--- config.mk ---
export PLATFORM = sky130hd
export DESIGN_NAME = quadrature_encoder_speed_monitor_core
export DESIGN_NICKNAME = d
export VERILOG_FILES = /design/src/rtl/qesm_pkg.sv /design/src/rtl/qesm_weigh.sv /design/src/rtl/qesm_div.sv /design/src/rtl/quadrature_encoder_speed_monitor_core.sv
export SDC_FILE = /design/constraint.sdc
export NUM_CORES = 2
export LEC_CHECK = 0
export ABC_AREA = 1
export BUFFER_PORTS_ARGS = -buffer_cell sky130_fd_sc_hd__buf_2
export CAP_MARGIN = 10
export CORE_UTILIZATION = 60
export CTS_CLUSTER_DIAMETER = 150
export CTS_CLUSTER_SIZE = 14
export DETAILED_ROUTE_END_ITERATION = 10
export PLACE_DENSITY = 0.88
export SLEW_MARGIN = 20
export SYNTH_ARGS = -nofsm -noshare
export SYNTH_HDL_FRONTEND = slang
export SYNTH_SLANG_ARGS = --single-unit
--- constraint.sdc ---
create_clock -name clock -period 7.8 [get_ports clock]
set_input_delay 2.34 -clock clock [delete_from_list [all_inputs] [get_ports clock]]
set_output_delay 2.34 -clock clock [all_outputs]
set_load 0.01 [all_outputs]
--- src/rtl/qesm_pkg.sv ---
// qesm_pkg: shared types, constants and helper functions for the quadrature
// encoder speed monitor. No dependencies; imported by every qesm module.
`default_nettype none

package qesm_pkg;

   // parameter defaults
   localparam int TIME_BITS_DEF   = 32;
   localparam int WEIGHT_FRAC_DEF = 16;

   // fixed field widths
   localparam int WEIGHT_BITS    = 24;
   localparam int SCALE_BITS     = 32;
   localparam int COUNT_BITS     = 16;
   localparam int SUM_BITS       = 64;
   localparam int NUM_BITS       = SCALE_BITS + COUNT_BITS;
   localparam int POS_BITS       = 32;
   localparam int SPEED_BITS     = 31;
   localparam int MIN_EDGE_BITS  = 8;
   localparam int FAULT_LIM_BITS = 8;
   localparam int CMD_BITS       = 2;
   localparam int CSR_INDEX_BITS = 3;
   localparam int CSR_DATA_BITS  = 32;

   // command codes
   localparam logic [CMD_BITS-1:0] CMD_EDGE_A = 2'd0;
   localparam logic [CMD_BITS-1:0] CMD_EDGE_B = 2'd1;
   localparam logic [CMD_BITS-1:0] CMD_TICK   = 2'd2;

   // register indexes
   localparam logic [CSR_INDEX_BITS-1:0] CSR_RISE_WEIGHT    = 3'd0;
   localparam logic [CSR_INDEX_BITS-1:0] CSR_FALL_WEIGHT    = 3'd1;
   localparam logic [CSR_INDEX_BITS-1:0] CSR_SPEED_SCALE    = 3'd2;
   localparam logic [CSR_INDEX_BITS-1:0] CSR_MIN_EDGES      = 3'd3;
   localparam logic [CSR_INDEX_BITS-1:0] CSR_IDLE_TICKS     = 3'd4;
   localparam logic [CSR_INDEX_BITS-1:0] CSR_WINDOW_TICKS   = 3'd5;
   localparam logic [CSR_INDEX_BITS-1:0] CSR_MISMATCH_LIMIT = 3'd6;
   localparam logic [CSR_INDEX_BITS-1:0] CSR_FAULT_LIMIT    = 3'd7;

   // register reset values
   localparam logic [WEIGHT_BITS-1:0]    RISE_WEIGHT_RST    = 24'd65536;
   localparam logic [WEIGHT_BITS-1:0]    FALL_WEIGHT_RST    = 24'd65536;
   localparam logic [SCALE_BITS-1:0]     SPEED_SCALE_RST    = 32'd90000000;
   localparam logic [MIN_EDGE_BITS-1:0]  MIN_EDGES_RST      = 8'd3;
   localparam logic [COUNT_BITS-1:0]     IDLE_TICKS_RST     = 16'd10;
   localparam logic [COUNT_BITS-1:0]     WINDOW_TICKS_RST   = 16'd100;
   localparam logic [COUNT_BITS-1:0]     MISMATCH_LIMIT_RST = 16'd50;
   localparam logic [FAULT_LIM_BITS-1:0] FAULT_LIMIT_RST    = 8'd3;

   typedef enum logic [2:0] {
      ST_IDLE,
      ST_EXEC,
      ST_WEIGH,
      ST_DIVIDE,
      ST_IDLECHK,
      ST_DONE
   } state_type;

   typedef enum logic [1:0] {
      STEP_NONE,
      STEP_UP,
      STEP_DOWN
   } step_type;

   // handshake status of a multi-cycle arithmetic unit
   typedef struct packed {
      logic busy;
      logic done;
   } unit_stat_type;

   // quadrature step from {old a, old b, new a, new b}
   function automatic step_type step_lookup(input logic [3:0] hist);
      step_type s;
      case (hist)
         4'h2, 4'h4, 4'hb, 4'hd: s = STEP_UP;
         4'h1, 4'h7, 4'h8, 4'he: s = STEP_DOWN;
         default:                s = STEP_NONE;
      endcase
      return s;
   endfunction

   function automatic logic [COUNT_BITS-1:0] inc_sat16(input logic [COUNT_BITS-1:0] v);
      return (v == '1) ? v : v + 16'd1;
   endfunction

endpackage

`default_nettype wire

--- src/rtl/qesm_weigh.sv ---
// qesm_weigh: bit-serial shift-add multiplier that scales an edge period by a
// fixed-point duty weight, one weight bit per cycle. Depends on qesm_pkg.
`default_nettype none

module qesm_weigh #(
   parameter int TIME_BITS        = qesm_pkg::TIME_BITS_DEF,
   parameter int WEIGHT_FRAC_BITS = qesm_pkg::WEIGHT_FRAC_DEF
) (
   input  wire logic                             clock,
   input  wire logic                             reset,
   input  wire logic                             start,
   input  wire logic [TIME_BITS-1:0]             period,
   input  wire logic [qesm_pkg::WEIGHT_BITS-1:0] weight,
   output qesm_pkg::unit_stat_type               stat,
   output logic [qesm_pkg::SUM_BITS-1:0]         product
);
   import qesm_pkg::*;

   localparam int PROD_BITS = TIME_BITS + WEIGHT_BITS;
   localparam int EXT_BITS  = PROD_BITS + SUM_BITS;
   localparam int CNT_BITS  = $clog2(WEIGHT_BITS + 1);

   logic [PROD_BITS-1:0]   mcand_ff, mcand_in;
   logic [PROD_BITS-1:0]   acc_ff, acc_in;
   logic [WEIGHT_BITS-1:0] mplier_ff, mplier_in;
   logic [CNT_BITS-1:0]    cnt_ff, cnt_in;
   logic                   done_ff, done_in;
   logic [EXT_BITS-1:0]    acc_shifted;

   always_comb begin
      mcand_in  = mcand_ff;
      acc_in    = acc_ff;
      mplier_in = mplier_ff;
      cnt_in    = cnt_ff;
      done_in   = 1'b0;
      if (start) begin
         mcand_in  = PROD_BITS'(period);
         acc_in    = '0;
         mplier_in = weight;
         cnt_in    = CNT_BITS'(WEIGHT_BITS);
      end else if (cnt_ff != '0) begin
         acc_in    = acc_ff + (mplier_ff[0] ? mcand_ff : '0);
         mcand_in  = mcand_ff << 1;
         mplier_in = mplier_ff >> 1;
         cnt_in    = cnt_ff - CNT_BITS'(1);
         done_in   = (cnt_ff == CNT_BITS'(1));
      end
   end

   always_ff @(posedge clock) begin
      if (reset) begin
         cnt_ff  <= '0;
         done_ff <= 1'b0;
      end else begin
         cnt_ff  <= cnt_in;
         done_ff <= done_in;
      end
      mcand_ff  <= mcand_in;
      acc_ff    <= acc_in;
      mplier_ff <= mplier_in;
   end

   // drop the fraction bits, saturate anything that does not fit 64 bits
   assign acc_shifted = EXT_BITS'(acc_ff) >> WEIGHT_FRAC_BITS;
   assign product     = (|acc_shifted[EXT_BITS-1:SUM_BITS]) ? '1 : acc_shifted[SUM_BITS-1:0];

   assign stat.busy = (cnt_ff != '0);
   assign stat.done = done_ff;

endmodule

`default_nettype wire

--- src/rtl/qesm_div.sv ---
// qesm_div: restoring divider, one quotient bit per cycle, for the speed
// quotient (48-bit numerator over 64-bit period sum). Depends on qesm_pkg.
`default_nettype none

module qesm_div (
   input  wire logic                          clock,
   input  wire logic                          reset,
   input  wire logic                          start,
   input  wire logic [qesm_pkg::NUM_BITS-1:0] numerator,
   input  wire logic [qesm_pkg::SUM_BITS-1:0] divisor,
   output qesm_pkg::unit_stat_type            stat,
   output logic [qesm_pkg::NUM_BITS-1:0]      quotient
);
   import qesm_pkg::*;

   localparam int CNT_BITS = $clog2(NUM_BITS + 1);

   logic [NUM_BITS-1:0] num_ff, num_in;
   logic [SUM_BITS-1:0] rem_ff, rem_in;
   logic [SUM_BITS-1:0] div_ff, div_in;
   logic [CNT_BITS-1:0] cnt_ff, cnt_in;
   logic                done_ff, done_in;
   logic [SUM_BITS:0]   rem_shift;
   logic [SUM_BITS:0]   rem_diff;
   logic                fits;

   assign rem_shift = {rem_ff, num_ff[NUM_BITS-1]};
   assign rem_diff  = rem_shift - {1'b0, div_ff};
   assign fits      = (rem_shift >= {1'b0, div_ff});

   always_comb begin
      num_in  = num_ff;
      rem_in  = rem_ff;
      div_in  = div_ff;
      cnt_in  = cnt_ff;
      done_in = 1'b0;
      if (start) begin
         num_in = numerator;
         rem_in = '0;
         div_in = divisor;
         cnt_in = CNT_BITS'(NUM_BITS);
      end else if (cnt_ff != '0) begin
         // partial remainder stays below the divisor, so 64 bits hold it
         rem_in  = fits ? rem_diff[SUM_BITS-1:0] : rem_shift[SUM_BITS-1:0];
         num_in  = {num_ff[NUM_BITS-2:0], fits};
         cnt_in  = cnt_ff - CNT_BITS'(1);
         done_in = (cnt_ff == CNT_BITS'(1));
      end
   end

   always_ff @(posedge clock) begin
      if (reset) begin
         cnt_ff  <= '0;
         done_ff <= 1'b0;
      end else begin
         cnt_ff  <= cnt_in;
         done_ff <= done_in;
      end
      num_ff <= num_in;
      rem_ff <= rem_in;
      div_ff <= div_in;
   end

   assign quotient  = num_ff;
   assign stat.busy = (cnt_ff != '0);
   assign stat.done = done_ff;

endmodule

`default_nettype wire

--- src/rtl/quadrature_encoder_speed_monitor_core.sv ---
// quadrature_encoder_speed_monitor_core: top level of the encoder monitor.
// Depends on qesm_pkg, qesm_weigh and qesm_div.
//
// Every accepted item (A edge, B edge or service tick) returns exactly one
// result with position, direction, signed speed and fault. Items are handled
// one at a time. An edge that does not change channel A passes through the
// exec and done states to the result; an A change adds the serial period
// weighting (one weight bit per cycle over 24 bits). A tick passes through the
// idle check, and first through the restoring divider, which produces one of 48
// quotient bits per cycle, when a new speed is computed. The next item is
// taken as soon as the result sits in the output register, even if that
// result has not yet been transferred. The user must write registers through
// the csr port only while no item is in flight; the block does not enforce it.
`default_nettype none

module quadrature_encoder_speed_monitor_core #(
   parameter int TIME_BITS        = qesm_pkg::TIME_BITS_DEF,
   parameter int WEIGHT_FRAC_BITS = qesm_pkg::WEIGHT_FRAC_DEF
) (
   input  wire logic                                clock,
   input  wire logic                                reset,
   input  wire logic                                req_valid,
   output logic                                     req_ready,
   input  wire logic [qesm_pkg::CMD_BITS-1:0]       req_command,
   input  wire logic                                req_level_a,
   input  wire logic                                req_level_b,
   input  wire logic [TIME_BITS-1:0]                req_timestamp,
   input  wire logic                                req_speed_commanded,
   output logic                                     rsp_valid,
   input  wire logic                                rsp_ready,
   output logic signed [qesm_pkg::POS_BITS-1:0]     rsp_position,
   output logic                                     rsp_direction,
   output logic signed [qesm_pkg::POS_BITS-1:0]     rsp_speed,
   output logic                                     rsp_fault,
   input  wire logic                                csr_wr_en,
   input  wire logic [qesm_pkg::CSR_INDEX_BITS-1:0] csr_index,
   input  wire logic [qesm_pkg::CSR_DATA_BITS-1:0]  csr_wdata
);
   import qesm_pkg::*;

   // configuration registers
   logic [WEIGHT_BITS-1:0]    rise_w_ff, fall_w_ff;
   logic [SCALE_BITS-1:0]     scale_ff;
   logic [MIN_EDGE_BITS-1:0]  min_edges_ff;
   logic [COUNT_BITS-1:0]     idle_ticks_ff, window_ticks_ff, mismatch_ff;
   logic [FAULT_LIM_BITS-1:0] fault_limit_ff;

   // latched item
   logic [CMD_BITS-1:0]  cmd_ff, cmd_in;
   logic                 la_ff, la_in, lb_ff, lb_in, cmdd_ff, cmdd_in;
   logic [TIME_BITS-1:0] ts_ff, ts_in;

   // monitor state
   state_type            state_ff, state_in;
   logic [3:0]           hist_ff, hist_in;
   logic [POS_BITS-1:0]  pos_ff, pos_in;
   logic                 dir_ff, dir_in;
   logic [TIME_BITS-1:0] last_a_ff, last_a_in;
   logic [SUM_BITS-1:0]  sum_ff, sum_in;
   logic [COUNT_BITS-1:0] edge_cnt_ff, edge_cnt_in;
   logic [SPEED_BITS-1:0] speed_ff, speed_in;
   logic [COUNT_BITS-1:0] a_edges_ff, a_edges_in, b_edges_ff, b_edges_in;
   logic [COUNT_BITS-1:0] window_ff, window_in, bad_ff, bad_in, idle_ff, idle_in;

   // output register
   logic                rsp_valid_ff, rsp_valid_in;
   logic [POS_BITS-1:0] rsp_pos_ff, rsp_pos_in, rsp_speed_ff, rsp_speed_in;
   logic                rsp_dir_ff, rsp_dir_in, rsp_fault_ff, rsp_fault_in;

   // datapath helpers
   logic [3:0]           hist_new;
   step_type             step;
   logic                 a_change;
   logic [COUNT_BITS-1:0] edge_diff, bad_first;
   logic [SUM_BITS:0]    sum_add;
   logic [POS_BITS-1:0]  speed_ext;

   // arithmetic units
   logic                   mul_start, div_start;
   logic [TIME_BITS-1:0]   period;
   logic [WEIGHT_BITS-1:0] weight_sel;
   logic [SUM_BITS-1:0]    weighted;
   logic [NUM_BITS-1:0]    numer, quot;
   unit_stat_type          mul_stat, div_stat;

   assign hist_new   = {hist_ff[1:0], la_ff, lb_ff};
   assign step       = step_lookup(hist_new);
   assign a_change   = (hist_new[3] != hist_new[1]);
   assign period     = ts_ff - last_a_ff;
   assign weight_sel = hist_new[1] ? rise_w_ff : fall_w_ff;
   assign numer      = scale_ff * edge_cnt_ff;
   assign edge_diff  = (a_edges_ff > b_edges_ff) ? a_edges_ff - b_edges_ff
                                                 : b_edges_ff - a_edges_ff;
   assign bad_first  = (edge_diff > mismatch_ff) ? inc_sat16(bad_ff) : '0;
   assign sum_add    = {1'b0, sum_ff} + {1'b0, weighted};
   assign speed_ext  = {1'b0, speed_ff};

   assign mul_start = (state_ff == ST_EXEC) && (cmd_ff == CMD_EDGE_A || cmd_ff == CMD_EDGE_B)
                      && a_change;
   assign div_start = (state_ff == ST_EXEC) && (cmd_ff == CMD_TICK) && (sum_ff != '0)
                      && (edge_cnt_ff >= {8'd0, min_edges_ff});

   qesm_weigh #(
      .TIME_BITS        (TIME_BITS),
      .WEIGHT_FRAC_BITS (WEIGHT_FRAC_BITS)
   ) u_weigh (
      .clock   (clock),
      .reset   (reset),
      .start   (mul_start),
      .period  (period),
      .weight  (weight_sel),
      .stat    (mul_stat),
      .product (weighted)
   );

   qesm_div u_div (
      .clock     (clock),
      .reset     (reset),
      .start     (div_start),
      .numerator (numer),
      .divisor   (sum_ff),
      .stat      (div_stat),
      .quotient  (quot)
   );

   always_ff @(posedge clock) begin
      if (reset) begin
         rise_w_ff       <= RISE_WEIGHT_RST;
         fall_w_ff       <= FALL_WEIGHT_RST;
         scale_ff        <= SPEED_SCALE_RST;
         min_edges_ff    <= MIN_EDGES_RST;
         idle_ticks_ff   <= IDLE_TICKS_RST;
         window_ticks_ff <= WINDOW_TICKS_RST;
         mismatch_ff     <= MISMATCH_LIMIT_RST;
         fault_limit_ff  <= FAULT_LIMIT_RST;
      end else if (csr_wr_en) begin
         case (csr_index)
            CSR_RISE_WEIGHT:    rise_w_ff       <= csr_wdata[WEIGHT_BITS-1:0];
            CSR_FALL_WEIGHT:    fall_w_ff       <= csr_wdata[WEIGHT_BITS-1:0];
            CSR_SPEED_SCALE:    scale_ff        <= csr_wdata[SCALE_BITS-1:0];
            CSR_MIN_EDGES:      min_edges_ff    <= csr_wdata[MIN_EDGE_BITS-1:0];
            CSR_IDLE_TICKS:     idle_ticks_ff   <= csr_wdata[COUNT_BITS-1:0];
            CSR_WINDOW_TICKS:   window_ticks_ff <= csr_wdata[COUNT_BITS-1:0];
            CSR_MISMATCH_LIMIT: mismatch_ff     <= csr_wdata[COUNT_BITS-1:0];
            CSR_FAULT_LIMIT:    fault_limit_ff  <= csr_wdata[FAULT_LIM_BITS-1:0];
            default: ;
         endcase
      end
   end

   always_comb begin
      state_in     = state_ff;
      cmd_in       = cmd_ff;
      la_in        = la_ff;
      lb_in        = lb_ff;
      ts_in        = ts_ff;
      cmdd_in      = cmdd_ff;
      hist_in      = hist_ff;
      pos_in       = pos_ff;
      dir_in       = dir_ff;
      last_a_in    = last_a_ff;
      sum_in       = sum_ff;
      edge_cnt_in  = edge_cnt_ff;
      speed_in     = speed_ff;
      a_edges_in   = a_edges_ff;
      b_edges_in   = b_edges_ff;
      window_in    = window_ff;
      bad_in       = bad_ff;
      idle_in      = idle_ff;
      rsp_valid_in = rsp_valid_ff && !rsp_ready;
      rsp_pos_in   = rsp_pos_ff;
      rsp_dir_in   = rsp_dir_ff;
      rsp_speed_in = rsp_speed_ff;
      rsp_fault_in = rsp_fault_ff;

      case (state_ff)
         ST_IDLE: begin
            if (req_valid) begin
               cmd_in   = req_command;
               la_in    = req_level_a;
               lb_in    = req_level_b;
               ts_in    = req_timestamp;
               cmdd_in  = req_speed_commanded;
               state_in = ST_EXEC;
            end
         end
         ST_EXEC: begin
            case (cmd_ff)
               CMD_EDGE_A, CMD_EDGE_B: begin
                  if (cmd_ff == CMD_EDGE_A) a_edges_in = a_edges_ff + 16'd1;
                  else                      b_edges_in = b_edges_ff + 16'd1;
                  hist_in = hist_new;
                  case (step)
                     STEP_UP: begin
                        pos_in = pos_ff + 32'd1;
                        dir_in = 1'b1;
                     end
                     STEP_DOWN: begin
                        pos_in = pos_ff - 32'd1;
                        dir_in = 1'b0;
                     end
                     default: ;
                  endcase
                  if (a_change) begin
                     last_a_in = ts_ff;
                     state_in  = ST_WEIGH;
                  end else begin
                     state_in  = ST_DONE;
                  end
               end
               CMD_TICK: begin
                  if (window_ff > window_ticks_ff) begin
                     // window closes: judge a/b balance, then a dead channel a
                     bad_in     = (a_edges_ff == '0 && cmdd_ff) ? inc_sat16(bad_first)
                                                                : bad_first;
                     a_edges_in = '0;
                     b_edges_in = '0;
                     window_in  = 16'd1;
                  end else begin
                     window_in  = inc_sat16(window_ff);
                  end
                  state_in = div_start ? ST_DIVIDE : ST_IDLECHK;
               end
               default: state_in = ST_DONE;
            endcase
         end
         ST_WEIGH: begin
            if (mul_stat.done) begin
               sum_in      = sum_add[SUM_BITS] ? '1 : sum_add[SUM_BITS-1:0];
               edge_cnt_in = inc_sat16(edge_cnt_ff);
               state_in    = ST_DONE;
            end
         end
         ST_DIVIDE: begin
            if (div_stat.done) begin
               speed_in    = (|quot[NUM_BITS-1:SPEED_BITS]) ? '1 : quot[SPEED_BITS-1:0];
               sum_in      = '0;
               edge_cnt_in = '0;
               idle_in     = '0;
               state_in    = ST_IDLECHK;
            end
         end
         ST_IDLECHK: begin
            if (idle_ff >= idle_ticks_ff) begin
               speed_in    = '0;
               sum_in      = '0;
               edge_cnt_in = '0;
               idle_in     = 16'd1;
            end else begin
               idle_in     = inc_sat16(idle_ff);
            end
            state_in = ST_DONE;
         end
         ST_DONE: begin
            if (!rsp_valid_ff || rsp_ready) begin
               rsp_valid_in = 1'b1;
               rsp_pos_in   = pos_ff;
               rsp_dir_in   = dir_ff;
               rsp_speed_in = dir_ff ? speed_ext : -speed_ext;
               rsp_fault_in = (bad_ff > {8'd0, fault_limit_ff});
               state_in     = ST_IDLE;
            end
         end
         default: state_in = ST_IDLE;
      endcase
   end

   always_ff @(posedge clock) begin
      if (reset) begin
         state_ff     <= ST_IDLE;
         rsp_valid_ff <= 1'b0;
         hist_ff      <= '0;
         pos_ff       <= '0;
         dir_ff       <= 1'b0;
         last_a_ff    <= '0;
         sum_ff       <= '0;
         edge_cnt_ff  <= '0;
         speed_ff     <= '0;
         a_edges_ff   <= '0;
         b_edges_ff   <= '0;
         window_ff    <= '0;
         bad_ff       <= '0;
         idle_ff      <= '0;
      end else begin
         state_ff     <= state_in;
         rsp_valid_ff <= rsp_valid_in;
         hist_ff      <= hist_in;
         pos_ff       <= pos_in;
         dir_ff       <= dir_in;
         last_a_ff    <= last_a_in;
         sum_ff       <= sum_in;
         edge_cnt_ff  <= edge_cnt_in;
         speed_ff     <= speed_in;
         a_edges_ff   <= a_edges_in;
         b_edges_ff   <= b_edges_in;
         window_ff    <= window_in;
         bad_ff       <= bad_in;
         idle_ff      <= idle_in;
      end
      cmd_ff       <= cmd_in;
      la_ff        <= la_in;
      lb_ff        <= lb_in;
      ts_ff        <= ts_in;
      cmdd_ff      <= cmdd_in;
      rsp_pos_ff   <= rsp_pos_in;
      rsp_dir_ff   <= rsp_dir_in;
      rsp_speed_ff <= rsp_speed_in;
      rsp_fault_ff <= rsp_fault_in;
   end

   assign req_ready     = (state_ff == ST_IDLE);
   assign rsp_valid     = rsp_valid_ff;
   assign rsp_position  = rsp_pos_ff;
   assign rsp_direction = rsp_dir_ff;
   assign rsp_speed     = rsp_speed_ff;
   assign rsp_fault     = rsp_fault_ff;

   // a unit only finishes while the sequencer waits for it
   assert property (@(posedge clock) disable iff (reset)
      mul_stat.done |-> state_ff == ST_WEIGH)
      else $error("weigh unit finished outside weigh state");

   assert property (@(posedge clock) disable iff (reset)
      div_stat.done |-> state_ff == ST_DIVIDE)
      else $error("divider finished outside divide state");

   // a unit is never restarted while it is still working
   assert property (@(posedge clock) disable iff (reset)
      (mul_start || div_start) |-> !(mul_stat.busy || div_stat.busy))
      else $error("arithmetic unit restarted while busy");

   // a finished item always lands in the output register
   assert property (@(posedge clock) disable iff (reset)
      (state_ff == ST_DONE && (!rsp_valid_ff || rsp_ready)) |=> rsp_valid_ff)
      else $error("result lost at output register");

   // the idle timer counts every tick
   assert property (@(posedge clock) disable iff (reset)
      state_ff == ST_IDLECHK |=> idle_ff != '0)
      else $error("idle timer not advanced on tick");

endmodule

`default_nettype wire

==> flow_metrics.env <==
export IMPL_run_status="complete, no violations"
export IMPL_report_final_hold_viol_count=0
export IMPL_worstSetupEndpointType="flop"
export IMPL_clkSinkCount=834
export IMPL_hold_start="last_a_ff[11]"
export IMPL_worst_path_largest_cell_delay_ps=980
export IMPL_r2r_cells=23
export IMPL_crit_path_cell_trace="buf_4 > nand2_1 > inv_1 > fa_1 > inv_1 > fa_1 > fa_1 > inv_1 > fa_1 > fa_1 > inv_1 > fa_1 > inv_1 > ha_1 > a21o_1 > a31oi_1 > nand2_1 > a21oi_1 > o21ai_0 > nand3_1 > nand2_1 > o21ai_0 > nand2_1"
export IMPL_synth_cell_types=64
export IMPL_detailed_place_hpwl_mm=167.8
export IMPL_cts_htree_levels=3
export IMPL_design_core_area_mm2=0.1167
export IMPL_cts_resized=0
export IMPL_min_delay_path_depth=2
export IMPL_clock_skew_final_ps=50.02
export IMPL_report_power_total_mw=21.72
export IMPL_clk_pin_slew_ps=70
export IMPL_total_global_route_track_usage=0.3521
export IMPL_timing_rr_end="u_div.quotient[29]"
export IMPL_critical_path_reg2reg_startpoint="edge_cnt_ff[6]"
export IMPL_timing_setup_tns_ps=0
export IMPL_synth_async_reset_ratio=0
export IMPL_post_synth_xor_area_fraction=0.03659
export IMPL_cp_required_ps=8250
export IMPL_die_height_um=345.6
export IMPL_drt_pre_antenna_iters=6
export IMPL_slew_violations=0
export IMPL_hold_path_class="reg -> reg"
export IMPL_num_nets_final=10920
export IMPL_crit_path_launch_type="flop"
export IMPL_tritoncts_clock_tree="yes"
export IMPL_placement_rows=125
export IMPL_max_slew_worst_pin_slew_ps=1112
export IMPL_detail_route_iter0_violations=6956
export IMPL_number_of_placed_i_o_pins=145
export IMPL_worst_slew_margin_relative_to_its_limit=0.2588
export IMPL_crit_fanout=17
export IMPL_drcViolationCount=0
export IMPL_critical_path_slowest_cell="sky130_fd_sc_hd__dfxtp_1"
export IMPL_post_cts_buffers=0
export IMPL_timing_setup_critical_path_class="reg -> reg"
export IMPL_post_synth_instance_area_mm2=0.07082
export IMPL_grt_first_pass_wirelength_mm=339.3
export IMPL_globalRoute_totalOverflow=0
export IMPL_place_ws_ps=994.2
export IMPL_cellPowerDensity_mw_per_mm2=290.4
export IMPL_layout_area_overhead_vs_synth_pct=5.624
export IMPL_initial_core_util=0.6070
export IMPL_worst_slack_ps=814.3
export IMPL_timing_reg2reg_setup_slack_ps=810
export IMPL_hold_path_endpoint="last_a_ff[11]"
export IMPL_ant_nets=0
export IMPL_cts_root_buf="sky130_fd_sc_hd__clkbuf_16"
export IMPL_cts_hold_buf=0
export IMPL_rsz0062_at_grt="no"
export IMPL_muxShareOfSynthArea=0
export IMPL_synth_fp_nets=10970
export IMPL_gpl_final_weighted_congestion=1.017
export IMPL_synth_top_flop_cell="sky130_fd_sc_hd__dfxtp_1"
export IMPL_grt_start_max_net_pins=115
export IMPL_fp_dieArea_mm2=0.1194
export IMPL_clk_latency_ps=710
export IMPL_grt_pass1_vias=63750
export IMPL_fin_crit_sh=0.8956
export IMPL_maxCapViolCount=0
export IMPL_timing_final_setup_violations=0
export IMPL_ir_drop_mv=0.2401
export IMPL_simple_gate_share_of_the_synthesized_area=0.2461
export IMPL_avgSynthCellArea_um2=7.068
export IMPL_clk_path_buf_depth=3
export IMPL_die_w_um=345.6
export IMPL_totalWireLength_mm=214.8
export IMPL_numPortBuffers=144
export IMPL_cp_data_arrival_time_ps=7430
export IMPL_ys_warnings_count=0
export IMPL_fraction_of_final_layout_cells_with_drive_strength_greater_than_1=0.04216
export IMPL_syn_inst=10020
export IMPL_synth_edff_count=271
export IMPL_wl_per_cell_um=18.62
export IMPL_postSynthRegisterBits=834
export IMPL_route_detailed_vias_per_inst=5.742
export IMPL_synth_adder_area_share=0.1996
export IMPL_path_common_cell="sky130_fd_sc_hd__fa_1"
export IMPL_dominant_combinational_cell_family_by_area_after_synthesis="simple AND/OR/NAND/NOR gates"
export IMPL_post_route_min_period_ps=6986
export IMPL_cts_buffers=70
export IMPL_synth_compound_gate_area_share=0.1296
export IMPL_whs_ps=456.9
export IMPL_grt_antenna_before_repair=4
export IMPL_number_of_filler_cells_placed_in_the_layout=10280
export IMPL_via_count=66260
export IMPL_fmax_mhz=143.1
export IMPL_seq_area_frac_synth=0.2741
export IMPL_p_leak_nw=36.33
==> critical path: cells and delay by family, from the launching register on <==
kind                     cells  cell delay [ps]
buffers and inverters        6              760
adder cells (fa/ha/maj)      7             3260
flip-flops                   1              980
AND/OR/NAND/NOR              5              500
AO/OA/AOI/OAI                5             1240
==> how the worst max path moves through the flow <==
stage	startpoint	to	slack, ps	cells after the start
6_report	edge_cnt_ff[6]	u_div.quotient[29]	810	23
5_1_grt	edge_cnt_ff[6]	u_div.quotient[29]	560	24
4_1_cts	edge_cnt_ff[6]	u_div.quotient[29]	1000	23
3_5_place_dp	edge_cnt_ff[6]	u_div.quotient[29]	990	23
3_3_place_gp	edge_cnt_ff[6]	u_div.quotient[29]	1090	25
2_1_floorplan	rsp_ready	rsp_direction	1670	2
==> state kept, by name (all words and copies together), names as in the netlist, 31 cells and up <==
| register | count |
|---|---|
| last_a_ff | 32 |
| u_div.rem_ff | 64 |
| rsp_position | 32 |
| speed_ff | 31 |
| u_weigh.acc_ff | 56 |
| ts_ff | 32 |
| u_div.quotient | 48 |
| sum_ff | 64 |
| pos_ff | 32 |
| u_div.div_ff | 64 |
| rsp_speed | 32 |
| scale_ff | 32 |
| u_weigh.mcand_ff | 56 |
==> metrics by stage <==
stage / utilization / instances / instance area [µm²]
2_1_floorplan: - / 10020 / 70820
3_3_place_gp: 0.6232 / 11410 / 72710
3_5_place_dp: 0.6232 / 11410 / 72710
4_1_cts: 0.6408 / 11530 / 74770
5_1_grt: 0.6410 / 11530 / 74790
6_report: 0.6411 / 11540 / 74800
==> cell families after synthesis <==
logic type | count (synthesis)
buffers and inverters | 2122
adders and majority gates | 875
xor gates and xnor gates | 295
and+or+nand+nor | 4220
DFF | 834
AOI/OAI and AO/OA | 1674
==> where the power goes <==
part           switching (mW)  leakage [nW]  total, mW  internal, mW
clock                    1.74         0.980       3.45          1.71
combinational            7.92          28.2       11.7          3.80
sequential              0.806          7.20       6.56          5.75
==> synthesized netlist by cell type (29+ instances only) <==
master	n	area, µm²
sky130_fd_sc_hd__buf_2	29	145.1
sky130_fd_sc_hd__edfxtp_1	271	8138
sky130_fd_sc_hd__nand4_1	109	681.9
sky130_fd_sc_hd__nor3_1	114	570.6
sky130_fd_sc_hd__o21bai_1	46	345.3
sky130_fd_sc_hd__o211ai_1	31	232.7
sky130_fd_sc_hd__nand2_1	2260	8483
sky130_fd_sc_hd__a31oi_1	90	563.0
sky130_fd_sc_hd__o21ai_0	587	2938
sky130_fd_sc_hd__a21oi_1	682	3413
sky130_fd_sc_hd__dfxtp_1	563	11270
sky130_fd_sc_hd__xor2_1	211	1848
sky130_fd_sc_hd__xnor2_1	83	727.0
sky130_fd_sc_hd__ha_1	450	5630
sky130_fd_sc_hd__buf_1	40	150.1
sky130_fd_sc_hd__nor4_1	57	356.6
sky130_fd_sc_hd__inv_1	1744	6546
sky130_fd_sc_hd__o21a_1	35	262.8
sky130_fd_sc_hd__o21ai_1	45	225.2
sky130_fd_sc_hd__fa_1	425	8508
sky130_fd_sc_hd__nand3_1	458	2292
sky130_fd_sc_hd__a21o_1	68	510.5
sky130_fd_sc_hd__nor2_1	1121	4208
sky130_fd_sc_hd__clkbuf_1	270	1013
==> routing by layer <==
metal,vias up,GRT usage,share of wire
met5,-,0,0.00017
met4,6,0.1476,0.046
met3,564,0.05104,0.085
met2,2982,0.5752,0.46
met1,31020,0.4669,0.41
li1,31690,-,-
==> layout by cell type, fill, tap and decap left out, drive strengths merged, types with 19 or more instances in the layout <==
cell    Yosys  layout
nand4     109     109
o21bai     46      46
inv      1766    1771
xnor2      83      83
nor3      120     120
fa        425     425
nor4       57      57
o22ai      24      24
or2        23      23
nor2     1142    1142
a31oi      90      90
a21oi     683     683
nand3     470     470
nand2    2273    2273
dfxtp     563     563
o21ai     632     632
xor2      212     212
o211ai     31      31
edfxtp    271     271
buf        81     224
clkbuf    272     110
o21a       35      35
a21o       68      68
ha        450     450
a21boi     19      19
==> cell type report <==
cell class | count | area [µm²] | share of cell area
sequential | 834 | 19410 | 0.2595
clock inverter | 9 | 158.9 | 0.002124
tap | 1524 | 1907 | 0.02549
timing repair buffer | 224 | 1349 | 0.01803
multi-input combinational | 7064 | 43410 | 0.5804
antenna | 4 | 10.01 | 0.0001338
clock buffer | 110 | 1902 | 0.02543
inverter | 1769 | 6651 | 0.08892
Power figures use the tool's default switching activity.
